--- config.mk ---
export PLATFORM = sky130hd
export DESIGN_NAME = nmea_checksum_check_insert_core
export DESIGN_NICKNAME = d
export VERILOG_FILES = /design/src/nmeacs_pkg.sv /design/src/nmea_checksum_check_insert_core.sv
export SDC_FILE = /design/constraint.sdc
export NUM_CORES = 1
export LEC_CHECK = 0
export BUFFER_PORTS_ARGS = -buffer_cell sky130_fd_sc_hd__buf_2
export CORE_MARGIN = 2
export CORE_UTILIZATION = 57
export CTS_CLUSTER_DIAMETER = 200
export CTS_CLUSTER_SIZE = 30
export DETAILED_ROUTE_END_ITERATION = 12
export PLACE_DENSITY_LB_ADDON = 0.25
export REMOVE_ABC_BUFFERS = 1
export SYNTH_ARGS = -nofsm -noshare
export SYNTH_HDL_FRONTEND = slang
export SYNTH_SLANG_ARGS = --single-unit
--- constraint.sdc ---
create_clock -name clk -period 2.9 [get_ports clk]
set_input_delay 0.29 -clock clk [delete_from_list [all_inputs] [get_ports clk]]
set_output_delay 0.29 -clock clk [all_outputs]
set_load 0.02 [all_outputs]
--- src/nmeacs_pkg.sv ---
package nmeacs_pkg;

  typedef enum logic [5:0] {
    PH_FIRST = 6'b000001,
    PH_BODY  = 6'b000010,
    PH_HI    = 6'b000100,
    PH_LO    = 6'b001000,
    PH_TAIL  = 6'b010000,
    PH_PASS  = 6'b100000
  } phase_t;

  typedef enum logic [1:0] {
    MODE_PASS = 2'd0,
    MODE_TEST = 2'd1,
    MODE_ADD  = 2'd2,
    MODE_RSVD = 2'd3
  } mode_t;

  typedef enum logic [2:0] {
    ST_NONE      = 3'd0,
    ST_OK        = 3'd1,
    ST_MISMATCH  = 3'd2,
    ST_NOSTART   = 3'd3,
    ST_DELIM     = 3'd4,
    ST_UNCHECKED = 3'd5
  } status_t;

  localparam logic [7:0] CharDollar = 8'h24;
  localparam logic [7:0] CharStar   = 8'h2A;
  localparam logic [7:0] CharCr     = 8'h0D;
  localparam logic [7:0] CharLf     = 8'h0A;
  localparam logic [7:0] CharNul    = 8'h00;

  function automatic logic [7:0] hex_digit(input logic [3:0] nib);
    logic [7:0] d;
    if (nib < 4'd10) begin
      d = 8'h30 + {4'd0, nib};
    end else begin
      d = 8'h37 + {4'd0, nib};
    end
    return d;
  endfunction

  function automatic logic [7:0] upcase(input logic [7:0] c);
    logic [7:0] u;
    if (c >= 8'h61 && c <= 8'h7A) begin
      u = c - 8'd32;
    end else begin
      u = c;
    end
    return u;
  endfunction

endpackage

--- src/nmea_checksum_check_insert_core.sv ---
// A transfer accepted at a clock edge shows its result at the output register in
// the following cycle; one item per cycle is sustained while the output is not stalled.
// Throughput is set by the combinational XOR and phase update between the input
// and the result register; the input stalls only while a waiting result is stalled.
// Reset (rst_n low, synchronous) clears the output valid, returns the unit to
// waiting for a sentence's first byte and sets the mode register to test mode.
module nmea_checksum_check_insert_core #(
  parameter int MAX_LEN = 128
) (
  input  logic                       clk,
  input  logic                       rst_n,
  input  logic                       cfg_wr_en,
  input  logic [1:0]                 cfg_wr_data,
  input  logic                       in_valid,
  output logic                       in_stall,
  input  logic [7:0]                 in_data_byte,
  input  logic                       in_sentence_end,
  output logic                       out_valid,
  input  logic                       out_stall,
  output logic [7:0]                 out_out_byte,
  output logic                       out_keep,
  output logic [2:0]                 out_status,
  output logic [7:0]                 out_checksum_value
);
  import nmeacs_pkg::*;

  localparam logic [7:0] MaxLenC = 8'(MAX_LEN);

  mode_t      cfg_mode_r;
  mode_t      sentence_mode_r, sentence_mode_nxt;
  phase_t     phase_r, phase_nxt;
  logic [7:0] running_xor_r, running_xor_nxt;
  logic [7:0] byte_position_r, byte_position_nxt;
  logic [7:0] first_hex_char_r, first_hex_char_nxt;
  status_t    sticky_status_r, sticky_status_nxt;

  logic       out_valid_r;
  logic [7:0] out_byte_r, out_byte_nxt;
  logic       keep_r, keep_nxt;
  status_t    status_r, status_nxt;
  logic [7:0] checksum_r;

  logic       accept;

  assign in_stall = out_valid_r && out_stall;
  assign accept   = in_valid && !in_stall;

  always_comb begin
    logic [7:0] hi_c;
    logic [7:0] lo_c;
    logic       delim_c;
    sentence_mode_nxt  = sentence_mode_r;
    phase_nxt          = phase_r;
    running_xor_nxt    = running_xor_r;
    byte_position_nxt  = byte_position_r;
    first_hex_char_nxt = first_hex_char_r;
    sticky_status_nxt  = sticky_status_r;
    out_byte_nxt       = in_data_byte;
    keep_nxt           = 1'b1;
    status_nxt         = ST_NONE;
    hi_c    = hex_digit(running_xor_r[7:4]);
    lo_c    = hex_digit(running_xor_r[3:0]);
    delim_c = (in_data_byte == CharCr) || (in_data_byte == CharLf) ||
              (in_data_byte == CharNul) || (byte_position_r >= MaxLenC);

    unique case (phase_r)
      PH_FIRST: begin
        sentence_mode_nxt  = (cfg_mode_r == MODE_RSVD) ? MODE_PASS : cfg_mode_r;
        running_xor_nxt    = 8'd0;
        first_hex_char_nxt = 8'd0;
        sticky_status_nxt  = ST_NONE;
        if (sentence_mode_nxt == MODE_PASS) begin
          sticky_status_nxt = ST_UNCHECKED;
          phase_nxt         = PH_PASS;
        end else if (in_data_byte == CharDollar) begin
          phase_nxt = PH_BODY;
        end else begin
          sticky_status_nxt = (sentence_mode_nxt == MODE_ADD) ? ST_OK : ST_NOSTART;
          phase_nxt         = PH_PASS;
        end
      end
      PH_BODY: begin
        if (in_data_byte == CharStar && byte_position_r < MaxLenC) begin
          phase_nxt = PH_HI;
        end else if (delim_c) begin
          sticky_status_nxt = ST_DELIM;
          phase_nxt         = PH_PASS;
        end else begin
          running_xor_nxt = running_xor_r ^ in_data_byte;
        end
      end
      PH_HI: begin
        if (sentence_mode_r == MODE_ADD) begin
          out_byte_nxt = hi_c;
        end else begin
          first_hex_char_nxt = upcase(in_data_byte);
        end
        phase_nxt = PH_LO;
      end
      PH_LO: begin
        if (sentence_mode_r == MODE_ADD) begin
          out_byte_nxt      = lo_c;
          sticky_status_nxt = ST_OK;
        end else if (first_hex_char_r == hi_c && upcase(in_data_byte) == lo_c) begin
          sticky_status_nxt = ST_OK;
        end else begin
          sticky_status_nxt = ST_MISMATCH;
        end
        phase_nxt = PH_TAIL;
      end
      PH_TAIL: begin
        if (sentence_mode_r == MODE_ADD) begin
          keep_nxt = 1'b0;
        end
      end
      PH_PASS: begin
      end
      default: begin
      end
    endcase

    if (byte_position_r != 8'hFF) begin
      byte_position_nxt = byte_position_r + 8'd1;
    end

    if (in_sentence_end) begin
      status_nxt = sticky_status_nxt;
      if (sticky_status_nxt == ST_NONE) begin
        if (phase_nxt == PH_HI || phase_nxt == PH_LO) begin
          status_nxt = (sentence_mode_nxt == MODE_ADD) ? ST_OK : ST_MISMATCH;
        end else begin
          status_nxt = ST_DELIM;
        end
      end
      phase_nxt         = PH_FIRST;
      byte_position_nxt = 8'd0;
    end
  end

  always_ff @(posedge clk) begin
    if (!rst_n) begin
      cfg_mode_r       <= MODE_TEST;
      sentence_mode_r  <= MODE_PASS;
      phase_r          <= PH_FIRST;
      running_xor_r    <= 8'd0;
      byte_position_r  <= 8'd0;
      first_hex_char_r <= 8'd0;
      sticky_status_r  <= ST_NONE;
      out_valid_r      <= 1'b0;
    end else begin
      if (cfg_wr_en) begin
        cfg_mode_r <= mode_t'(cfg_wr_data);
      end
      if (accept) begin
        sentence_mode_r  <= sentence_mode_nxt;
        phase_r          <= phase_nxt;
        running_xor_r    <= running_xor_nxt;
        byte_position_r  <= byte_position_nxt;
        first_hex_char_r <= first_hex_char_nxt;
        sticky_status_r  <= sticky_status_nxt;
        out_valid_r      <= 1'b1;
      end else if (!out_stall) begin
        out_valid_r <= 1'b0;
      end
    end
  end

  always_ff @(posedge clk) begin
    if (accept) begin
      out_byte_r <= out_byte_nxt;
      keep_r     <= keep_nxt;
      status_r   <= status_nxt;
      checksum_r <= running_xor_nxt;
    end
  end

  assign out_valid          = out_valid_r;
  assign out_out_byte       = out_byte_r;
  assign out_keep           = keep_r;
  assign out_status         = status_r;
  assign out_checksum_value = checksum_r;

  // A dropped byte can only come from a sentence in insert mode.
  a_keep_only_insert: assert property (@(posedge clk) disable iff (!rst_n)
    out_valid && !out_keep |-> sentence_mode_r == MODE_ADD)
    else $error("byte dropped outside insert mode");

  // Only the last byte of a sentence carries a final status.
  a_status_mid: assert property (@(posedge clk) disable iff (!rst_n)
    accept && !in_sentence_end |=> out_status == ST_NONE)
    else $error("final status reported before the last byte");

  a_status_last: assert property (@(posedge clk) disable iff (!rst_n)
    accept && in_sentence_end |=> out_status != ST_NONE && phase_r == PH_FIRST)
    else $error("last byte without final status");

  a_unchecked_pass: assert property (@(posedge clk) disable iff (!rst_n)
    out_valid && out_status == ST_UNCHECKED |-> sentence_mode_r == MODE_PASS)
    else $error("unchecked status outside pass mode");

endmodule

* Yosys cells after proc, flatten, opt, wreduce, memory -nomap -nowiden
Index checks and enable logic that the tools add are counted.
** Operators by class
- Add/subtract/negate cells :: 6
- Multipliers :: 0
- Div/mod/pow operators :: 0
- $lt $le $gt $ge :: 6
- Eq/ne operators :: 20
- Shifts and indexed selects :: 0
- Muxes and demuxes :: 36
- Bitwise gates (word level) :: 1
- Reduce and logical (&&, ||, !) cells :: 17
** Operators by type and width (count)
- $mux W8 :: 9
- $pmux W8 S2 :: 3
- $mux W6 :: 5
- $add A6 B4 Y7 const A :: 4
- $pmux W6 S4 :: 1
- $eq A8 B4 Y1 const B :: 2
- $eq A8 B6 Y1 const B :: 2
- $eq A8 B8 Y1 :: 2
- $mux W3 :: 5
- $mux W2 :: 7
- $mux W7 :: 2
- $eq A6 B3 Y1 const B :: 2
- $eq A6 B4 Y1 const B :: 2
- $pmux W3 S3 :: 1
- $add A8 B1 Y8 const B :: 1
- $eq A2 B2 Y1 const B :: 4
- $ge A8 B7 Y1 const B :: 1
- $ge A8 B8 Y1 const B :: 1
- $le A8 B7 Y1 const B :: 1
- $logic_not A8 Y1 :: 1
- $lt A4 B4 Y1 const B :: 2
- $lt A8 B8 Y1 const B :: 1
- $ne A8 B8 Y1 const B :: 1
- $sub A8 B6 Y8 const B :: 1
- 15 further kinds :: 25
** Word-level totals
- Flip-flop bits (word level) :: 58
- Latch bits :: 0
- RAM bits :: 0
- ROM bits :: 0
- Bits of input ports :: 16
- Memories :: 0

* Longest topological paths before layout
- Depth after elaboration :: 12
- Mapped depth :: 9

* Worst setup path after synthesis
No wires, ideal clock.
- Kind :: register to register
- From :: register running_xor_r[4]
- To :: register status_r[1], in the netlist out_status[1], data pin
- Data arrival time :: 2.003 ns
- Data required time :: 2.627 ns
- Path slack :: 0.624 ns
- Cell stages (with the launch flop) :: 9
- Buffers on the path :: 0
- Period minus slack after synthesis :: 2.276 ns
- Path through :: dfxtp_1 > inv_1 > ha_1 > and4b_1 > or3_1 > a211oi_1 > nand4b_1 > o41ai_1 > o211ai_1
** Between the ends
- Cells in the longest elaborated chain, start to end :: 9
- Elaborated cells on any way between the ends :: 11
- Those cells by class :: add/sub (2); order compare (1); eq/ne (1); mux (5); reduce/logical (2)
** RTL lines
- start, declared :: line nmea_checksum_check_insert_core.sv:32 : logic [7:0] running_xor_r, running_xor_nxt;
- start signal, assigned :: line nmea_checksum_check_insert_core.sv:157 : running_xor_r <= running_xor_nxt;
- $add A6 B4 Y7, or another cell as far along :: line nmeacs_pkg.sv:39 : d = 8'h37 + {4'd0, nib};
- $mux W7 (*) :: line nmeacs_pkg.sv:36 : if (nib < 4'd10) begin
- $eq A8 B8 Y1 (*) :: line nmea_checksum_check_insert_core.sv:104 : end else if (first_hex_char_r == hi_c && upcase(in_data_byte) == lo_c) begin
- $logic_and A1 B1 Y1 (*) :: line nmea_checksum_check_insert_core.sv:104
- $mux W2 (*) :: line nmea_checksum_check_insert_core.sv:104
- $mux W2 (*) :: line nmea_checksum_check_insert_core.sv:101 : if (sentence_mode_r == MODE_ADD) begin
- $pmux W3 S3 (*) :: line nmea_checksum_check_insert_core.sv:66 : unique case (phase_r)
- $logic_not A3 Y1 :: line nmea_checksum_check_insert_core.sv:128 : if (sticky_status_nxt == ST_NONE) begin
- $mux W3 (*) :: line nmea_checksum_check_insert_core.sv:128
- end signal, assigned :: line nmea_checksum_check_insert_core.sv:172 : status_r <= status_nxt;
- end, declared :: line nmea_checksum_check_insert_core.sv:40 : status_t status_r, status_nxt;
Mark *: on every way between the ends. The rest lies on a longest branch, timed or not.
A chain may end at the register's enable or synchronous reset.

* Worst setup path in the final report
- From :: register running_xor_r[5]
- To :: register status_r[1], in the netlist out_status[1], data pin
Same word-level chain as after synthesis.

==> results.json <==
{
  "switchingPower_w": 0.0005052,
  "yosysUniqueCellTypes": 66,
  "worstHoldEndpoint": "out_valid",
  "avgViaCountPerCell": 6.149,
  "crit_required_ns": 2.96,
  "r2r-start": "running_xor_r[5]",
  "antenna_cells": 0,
  "drive_above_1_share": 0.1470,
  "clk-insertion-delay-late_ns": 0.33,
  "outcome": "finished clean",
  "wl_um": 8722,
  "layout.cells.non_filler": 524,
  "synthTopCellsByCount": "45 x nand2_1, 38 x dfxtp_1, 34 x nor2_1",
  "core_area_mm2": 0.005921,
  "numCtsBuffers": 9,
  "tns_ns": 0,
  "synthTopCellsByArea": "dfxtp_1 22%, edfxtp_1 17%, nand2_1 4.8%",
  "pwr-share-clk": 0.368,
  "post_drt_wl_per_cell_um": 16.65,
  "grt_start_max_net_pins": 26,
  "synth_enable_flop_cells": 20,
  "synth_top_area_share": 0.2170,
  "ys_seq_area_frac": 0.3883,
  "whs_path_depth": 2,
  "vias": 3222,
  "syn_area_mm2": 0.003506,
  "irDropWorstVdd_uv": 527.4,
  "min-delay-start": "in_valid",
  "max_slew_margin": 0.3806,
  "hold_viol": 0,
  "grt_pass1_wl_um": 13880,
  "utilization": 0.6610,
  "path_max_fanout": 8,
  "dp.cells": 508,
  "max_cap_violations": 0,
  "synth_warnings": 0,
  "cp_cell_sequence": "inv_1 > ha_1 > and4b_1 > or3_1 > a211oi_1 > nand4b_1 > o41ai_1 > o211ai_1",
  "hold_class": "in2reg",
  "synth_flop_cell": "dfxtp_1",
  "syn_inst": 416,
  "place.gp.congestion": 0.9285,
  "ctsResizeCount": 0,
  "finalClockSkew_ns": 0.008344,
  "path_delay_family": "simple AND/OR/NAND/NOR gates",
  "critPathArrivalTime_ns": 2.67,
  "hold_buffers": 0,
  "clk_pin_slew_ns": 0.07,
  "grt_usage": 0.2730,
  "slowest_delay_ns": 0.44,
  "internal_power_w": 0.001319,
  "r2r-end": "out_status[1]",
  "ys_seq_elements": 58,
  "clock_path_buffers": 2,
  "p_total_w": 0.001824,
  "slew_violations": 0,
  "die_h_um": 82.43,
  "cp_num_buf_inv": 1,
  "drc": 0,
  "ant_nets": 0,
  "fmax_ghz": 0.3843,
  "initial_utilization": 0.5921,
  "yosysMostFrequentCell": "nand2_1",
  "num-nets-final": 467,
  "end_kind": "register",
  "power_density_mw_per_mm2": 466.1,
  "cts_setup_buffers": 0,
  "die_x_um": 82.43,
  "r2r_cells": 8,
  "ctsRootBufferMaster": "clkbuf_8",
  "setup_viol": 0,
  "critical_path.slowest_cell": "dfxtp_1",
  "power_frac_comb": 0.145,
  "htree_levels": 3,
  "fill_cells": 511,
  "die-area_mm2": 0.006794,
  "critical_path_class": "reg2reg",
  "p_leak_nw": 1.496,
  "rrSetupSlack_ns": 0.30,
  "ioPinCount": 38,
  "worst_slew_pin_slew_ns": 0.9281,
  "fin_crit_ns": 2.602,
  "syn_area_per_cell_um2": 8.428,
  "fin_crit_sh": 0.8973,
  "clock_sinks": 58,
  "synth_top_area_cell": "dfxtp_1",
  "hpwl_um": 6190,
  "rsz0062_at_grt": "no",
  "grt_pass1_vias": 2808,
  "start_kind": "register",
  "first_pass_iters": 5,
  "io_buffers": 37,
  "syn_to_final_growth_pct": 11.63,
  "grt_antenna_before_repair": 0,
  "grt-ovfl-total": 0,
  "seq_power_share": 0.487,
  "power.share.switching": 0.2769,
  "cts_tree": "yes",
  "drtIter0Drc": 302,
  "num_rows": 28,
  "async_reset_ff_frac": 0
}
==> stage by stage <==
step | hold slack, ns | worst slack (ns) | cell area, um2
4_1_cts | 0.1793 | 0.3469 | 3914
5_1_grt | 0.1962 | 0.06182 | 3914
2_1_floorplan | 0.3886 | 0.3784 | 3395
6_report | 0.1860 | 0.2978 | 3914
3_5_place_dp | 0.4483 | 0.3651 | 3734
3_3_place_gp | 0.4450 | 0.4411 | 3734
==> worst reg2reg max path, cell delays in order (launching register included) <==
cell and delay [ns]:
dfxtp_1 0.44, inv_1 0.09, ha_1 0.22, and4b_1 0.22, or3_1 0.35, a211oi_1 0.23, nand4b_1 0.27, o41ai_1 0.36
o211ai_1 0.15
==> cell families (layout without fill, tap and decap cells) <==
group / count (synthesis) / after routing / synth area share
and+or+nand+nor: 180 / 180 / 0.2723
AOI/OAI and AO/OA: 103 / 103 / 0.1959
DFF: 58 / 58 / 0.3883
buffers and inverters: 45 / 78 / 0.04996
xor gates and xnor gates: 14 / 14 / 0.04283
muxes: 9 / 9 / 0.02570
adders and majority gates: 7 / 7 / 0.02498
==> power by group through the flow <==
stage | logic (W) | registers, W | clock network, W
3_3_place_gp | 0.000256 | 0.000904 | 0
5_1_grt | 0.000292 | 0.000891 | 0.000726
2_1_floorplan | 0.000138 | 0.000927 | 0
6_report | 0.000265 | 0.000888 | 0.000672
4_1_cts | 0.000262 | 0.000887 | 0.000682
3_5_place_dp | 0.000261 | 0.000904 | 0
==> cell type report <==
| cell class | count | area, um2 | area share |
|---|---|---|---|
| inverter | 17 | 63.81 | 0.01630 |
| clock buffer | 11 | 152.6 | 0.03900 |
| clock inverter | 5 | 27.53 | 0.007033 |
| timing repair buffer | 45 | 245.2 | 0.06266 |
| tap | 75 | 93.84 | 0.02398 |
| sequential | 58 | 1361 | 0.3478 |
| multi-input combinational | 313 | 1969 | 0.5032 |
==> cells in the final DEF, fill, tap and decap left out, drive strengths merged, types with 4 or more instances in the layout <==
| cell | synthesis | final |
|---|---|---|
| a211oi | 6 | 6 |
| a21boi | 4 | 4 |
| a21oi | 26 | 26 |
| and2 | 6 | 6 |
| and3 | 6 | 6 |
| buf | 6 | 45 |
| clkbuf | 22 | 11 |
| clkinv | 0 | 4 |
| dfxtp | 38 | 38 |
| edfxtp | 20 | 20 |
| ha | 7 | 7 |
| inv | 17 | 17 |
| mux2i | 9 | 9 |
| nand2 | 45 | 45 |
| nand2b | 5 | 5 |
| nand3 | 24 | 24 |
| nand4 | 6 | 6 |
| nor2 | 34 | 34 |
| nor2b | 5 | 5 |
| nor3 | 16 | 16 |
| nor4b | 4 | 4 |
| o21a | 6 | 6 |
| o21ai | 23 | 23 |
| or3 | 10 | 10 |
| xnor2 | 4 | 4 |
| xor2 | 8 | 8 |
==> state kept, by name (all words and copies together), names as in the netlist, 2 cells and up <==
name,flops
out_checksum_value,8
first_hex_char_r,8
out_out_byte,8
running_xor_r,8
phase_r,6
byte_position_r,8
sticky_status_r,3
sentence_mode_r,2
out_status,3
cfg_mode_r,2
==> routing by layer <==
layer	global-route usage	vias to the layer above	wire length (um)
met5	0	-	0
met1	0.3842	1492	3933
met4	0.09667	0	142
li1	-	1585	-
met3	0.05435	12	686
met2	0.4153	133	3959
==> worst max-delay path by stage <==
stage          slack (ns)                  to             start  cells after the start
6_report             0.30       out_status[1]  running_xor_r[5]                      8
5_1_grt              0.06       out_status[1]  running_xor_r[5]                      8
4_1_cts              0.35       out_status[1]  running_xor_r[5]                      8
3_5_place_dp         0.37       out_status[1]  running_xor_r[5]                      8
3_3_place_gp         0.44       out_status[0]   in_data_byte[1]                      7
2_1_floorplan        0.38  byte_position_r[5]         out_valid                      8
Power figures use the tool's default switching activity.
